$ cat src/hw/rtl/ptrie_pkg.sv
`timescale 1ns / 1ps
`default_nettype none

package ptrie_pkg;

    // node pool and alphabet geometry
    localparam int NODE_COUNT     = 1024;
    localparam int NODE_BITS      = $clog2(NODE_COUNT);
    localparam int FREE_BITS      = NODE_BITS + 1;
    localparam int ALPHABET_SIZE  = 26;
    localparam int SYM_BITS       = 5;
    localparam int COUNT_BITS     = 16;
    localparam int LINK_DEPTH     = NODE_COUNT * ALPHABET_SIZE;
    localparam int LINK_ADDR_BITS = $clog2(LINK_DEPTH);

    // word operations
    typedef enum logic [1:0] {
        OP_INSERT = 2'd0,
        OP_EXACT  = 2'd1,
        OP_PREFIX = 2'd2,
        OP_ERASE  = 2'd3
    } op_t;

    // result status codes
    typedef enum logic [1:0] {
        STATUS_OK      = 2'd0,
        STATUS_MISSING = 2'd1,
        STATUS_FULL    = 2'd2
    } status_t;

    // sequencer states
    typedef enum logic [2:0] {
        S_CLEAR,
        S_IDLE,
        S_READ,
        S_DECIDE,
        S_UPDATE,
        S_FINISH,
        S_RESULT
    } state_t;

endpackage

`default_nettype wire

$ cat src/hw/rtl/ptrie_sat_unit.sv
`timescale 1ns / 1ps
`default_nettype none

module ptrie_sat_unit
    import ptrie_pkg::*;
(
    input  wire logic [COUNT_BITS-1:0] value,
    input  wire logic                  dec,
    output logic      [COUNT_BITS-1:0] result
);

    // saturating step up or down
    always_comb
    begin
        if (dec)
        begin
            result = (value == '0) ? '0 : value - COUNT_BITS'(1);
        end
        else
        begin
            result = (value == '1) ? '1 : value + COUNT_BITS'(1);
        end
    end

endmodule

`default_nettype wire

$ cat config.mk
export PLATFORM = sky130hd
export DESIGN_NAME = ptrie_sat_unit
export DESIGN_NICKNAME = d
export VERILOG_FILES = /design/src/hw/rtl/ptrie_pkg.sv /design/src/hw/rtl/ptrie_sat_unit.sv
export SDC_FILE = /design/constraint.sdc
export NUM_CORES = 1
export LEC_CHECK = 0
export ABC_AREA = 1
export BUFFER_PORTS_ARGS = -buffer_cell sky130_fd_sc_hd__buf_4
export CORE_UTILIZATION = 50
export DETAILED_ROUTE_END_ITERATION = 8
export PLACE_DENSITY = 0.8
export SLEW_MARGIN = 40
export SYNTH_ARGS = -nofsm -noshare
export SYNTH_HDL_FRONTEND = slang
export SYNTH_SLANG_ARGS = --single-unit
$ cat constraint.sdc
create_clock -name vclk -period 2.2
set_clock_uncertainty 0.2 [all_clocks]
set_input_delay 0.66 -clock vclk [all_inputs]
set_output_delay 0.66 -clock vclk [all_outputs]
set_load 0.005 [all_outputs]
==> results.py, run 1 <==
metrics = {
    "run_status": {
        "status": "did not finish",
        "flow.stopped_at": "global routing (5_1_grt)",
        "tool.error": "[ERROR DPL-0038] Utilization greater than 100%, impossible to legalize",
    },
    "clock_tree": {
        "cts_hold_buf": 0,
    },
    "die": {
        "rows": 16,
        "die_y_um": 48.9,
        "initial_core_util_pct": 54.3,
        "io_pins": 33,
        "die_w_um": 48.9,
    },
    "timing": {
        "worst_path_end_type": "primary output",
        "worstEndpointGrtRepair": "result[3]",
    },
    "yosys": {
        "syn_nets": 245,
        "synth_cells": 225,
        "syn-cell-area_um2": 1100,
        "synth-seq-area-share_pct": 0,
        "synth_most_common_cell": "nand2_1",
        "synth_top_cell_by_area": "nand2_1",
        "yosys.cell_types.count": 21,
        "synth_commonest_cells": "nand2_1 (80), nand3_1 (38), nor2_1 (25)",
        "yosys-top-cells-area": "nand2_1 (27%), nand3_1 (17%), nor2_1 (8.5%)",
        "synth_top_area_share_pct": 27.3,
        "syn_avg_cell_area_um2": 4.88,
        "synth_warnings": 0,
    },
    "placement": {
        "dp_cells": 326,
        "detailed_place_hpwl_mm": 3.20,
        "place_ws_ps": -537,
        "io_buffers": 33,
        "gp_congestion": 0.906,
        "dpl_cell_area_um2": 1760,
    },
    "global_route": {
        "grt_max_degree": 11,
    },
}
==> what timing repair did <==
action / CTS
gates resized for setup: 19
setup buffers: 4
endpoints found under the setup margin: 16
endpoints found under the hold margin: 0
pin swaps: 15
==> stage by stage <==
stage / utilization [%] / TNS (ps)
2_1_floorplan: - / -1370
3_3_place_gp: 87.2 / -6980
3_5_place_dp: 87.2 / -7700
4_1_cts: 92.0 / -5740
==> kinds of logic after synthesis <==
family,share of synthesized area (%)
adder cells (fa/ha/maj),3.42
buffers and inverters,12.8
AND/OR/NAND/NOR,69.2
AO/OA/AOI/OAI,7.40
XOR/XNOR,7.18
==> inputs of run 2 (changes only) <==
Settings changed: CORE_AREA set to 2 2 63 65, CORE_UTILIZATION 50 to not set, DIE_AREA set to 0 0 65 67, PLACE_DENSITY 0.8 to not set, PLACE_DENSITY_LB_ADDON set to 0.15.
Clock period 2.2 ns to 2.86 ns, I/O delays scaled along.
==> run 2 against run 1 <==
Compared with the run above: the flow now finishes, with violations (setup timing); synthesized cell count unchanged; synthesized area is the same.
==> results.py, run 2 <==
metrics = {
    "layout": {
        "drive_above_1_share_pct": 44.0,
        "seq_cells": 0,
        "clkbuf_count": 0,
        "synthToLayoutAreaGrowth_pct": 71.1,
        "stdcell_count": 346,
        "layout_commonest_cell": "nand2_1",
        "final_cell_mix": "nand2_1 (75), buf_4 (74), nand3_1 (31)",
        "antenna_cells": 0,
        "seqCellArea_um2": 0,
        "nets": 320,
        "fillers": 410,
        "final_area_um2": 1880,
    },
    "worst_setup_path": {
        "startpoint_type": "input port",
        "arrival_ps": 1940,
        "worstPathRequired_ps": 1800,
        "criticalPathCategory": "input port to output port",
        "cp_max_fo": 4,
        "end_kind": "output port",
    },
    "die": {
        "die_y_um": 67,
        "die_w_um": 65,
        "die-area_um2": 4360,
        "rows": 22,
        "io_pins": 33,
        "core_area_um2": 3610,
        "initial_core_util_pct": 30.5,
    },
    "placement": {
        "detailed_place_hpwl_mm": 2.99,
        "dp_cells": 338,
        "place_ws_ps": -309,
        "gp_congestion": 0.885,
        "io_buffers": 33,
        "dpl_cell_area_um2": 1650,
    },
    "run_status": {
        "status": "complete, but fails checks",
        "failed_checks": "setup timing",
    },
    "yosys": {
        "yosys-top-cells-area": "nand2_1 (27%), nand3_1 (17%), nor2_1 (8.5%)",
        "synth_top_family_by_area": "simple AND/OR/NAND/NOR gates",
        "synth_xor_area_share_pct": 7.18,
        "syn_avg_cell_area_um2": 4.88,
        "synth_compound_area_share_pct": 7.40,
        "yosys.cell_types.count": 21,
        "synth_commonest_cells": "nand2_1 (80), nand3_1 (38), nor2_1 (25)",
        "synth-seq-area-share_pct": 0,
        "synth_simple_gate_area_share_pct": 69.2,
        "syn_nets": 245,
        "synth_warnings": 0,
        "yosys-mux-area-fraction_pct": 0,
        "synth_fa_ha_area_share_pct": 3.42,
        "synth_top_cell_by_area": "nand2_1",
        "synth_cells": 225,
        "synth_most_common_cell": "nand2_1",
        "syn-cell-area_um2": 1100,
        "synth_top_area_share_pct": 27.3,
    },
    "global_route": {
        "grt_pass1_wl_mm": 6.53,
        "grt_overflow_total": 0,
        "grt_max_degree": 14,
        "first_global_vias": 1511,
        "grt_use_total_pct": 18.7,
        "grt_antenna_before_repair": 0,
    },
    "detailed_routing": {
        "first_pass_iters": 4,
        "ant_nets": 0,
        "wl_mm": 3.80,
        "wl_per_cell_um": 11.0,
        "drcViolationCount": 0,
        "vias_per_cell": 4.53,
        "num_vias": 1566,
        "drtIter0Drc": 92,
    },
    "power": {
        "powerDensity_nw_per_um2": 118,
        "max-vdd-ir-drop_mv": 0.0572,
        "power.leakage_nw": 1.00,
    },
    "timing": {
        "hold_viol": 0,
        "min_period_over_period_pct": 105,
        "drv_slew": 0,
        "rsz0062_at_grt": "yes",
        "fin_ws_ps": -140,
        "setup_viol": 16,
        "maxSlewHeadroom_pct": 83.9,
        "layout_min_cycle_time_ps": 3000,
        "worst_slew_pin_slew_ps": 241,
        "fmax_mhz": 333,
    },
    "clock_tree": {
        "cts_hold_buf": 0,
    },
    "hold_path": {
        "hold_path_class": "input port to output port",
        "hold_path_depth": 5,
    },
    "run": {
        "drv_cap": 0,
    },
}
## run 2: cell counts after synthesis
Identical to the previous run, type by type.
## run 2: layer usage
metal	vias up	GRT usage, %	routed length, µm
met4	0	2.39	39
met3	4	1.01	120
met1	672	23.3	1760
met5	-	0	0
li1	857	-	-
met2	33	35.7	1880
## run 2: what timing repair did
item | CTS | global route
endpoints found under the hold margin | 0 | 0
resized for setup | 45 | 5
setup endpoints to repair | 16 | 16
setup buffers | 7 | 1
pin swaps | 14 | 6
## run 2: worst paths after layout
| kind | from | slack (ps) | to |
|---|---|---|---|
| max | value[1] | -140 | result[3] |
| min | dec | 1910 | result[0] |
## run 2: through the flow
stage	hold slack (ps)	setup TNS, ps	power, mW	util [%]
final	1910	-1530	0.222	52.1
after global routing	1950	-2950	0.247	52.1
after CTS	1930	-1270	0.220	51.4
after detailed placement	1920	-4230	0.198	45.8
after global placement	1940	-4240	0.199	45.8
after floorplan	1670	0	0.0903	-
## run 2: power by group
group          total (mW)  leakage [nW]  internal, mW  switching (mW)
registers               0             0             0               0
clock network           0             0             0               0
logic               0.222          1.00         0.112           0.110
## run 2: layout make-up
cell class | count | area, µm² | area share [%]
Multi-Input combinational cell | 192 | 1100 | 58.4
Timing Repair Buffer | 79 | 619 | 33.0
Inverter | 27 | 103 | 5.46
Tap cell | 48 | 60.1 | 3.20
## run 2: worst max-delay path, cell delays in order
cell and delay [ps]:
buf_8 80, ha_4 150, nand2_4 50, nor2_4 150, nand2_4 100, nor2_4 130
nand4_1 170, nand3_1 140, buf_4 110
## run 2: cells by family (layout without fill, tap and decap cells)
family                   count (synthesis)  count (layout)
AO/OA/AOI/OAI                           14              14
adder cells (fa/ha/maj)                  3               3
AND/OR/NAND/NOR                        166             166
XOR/XNOR                                 9               9
buffers and inverters                   33             106
(Power assumes the default switching activity.)
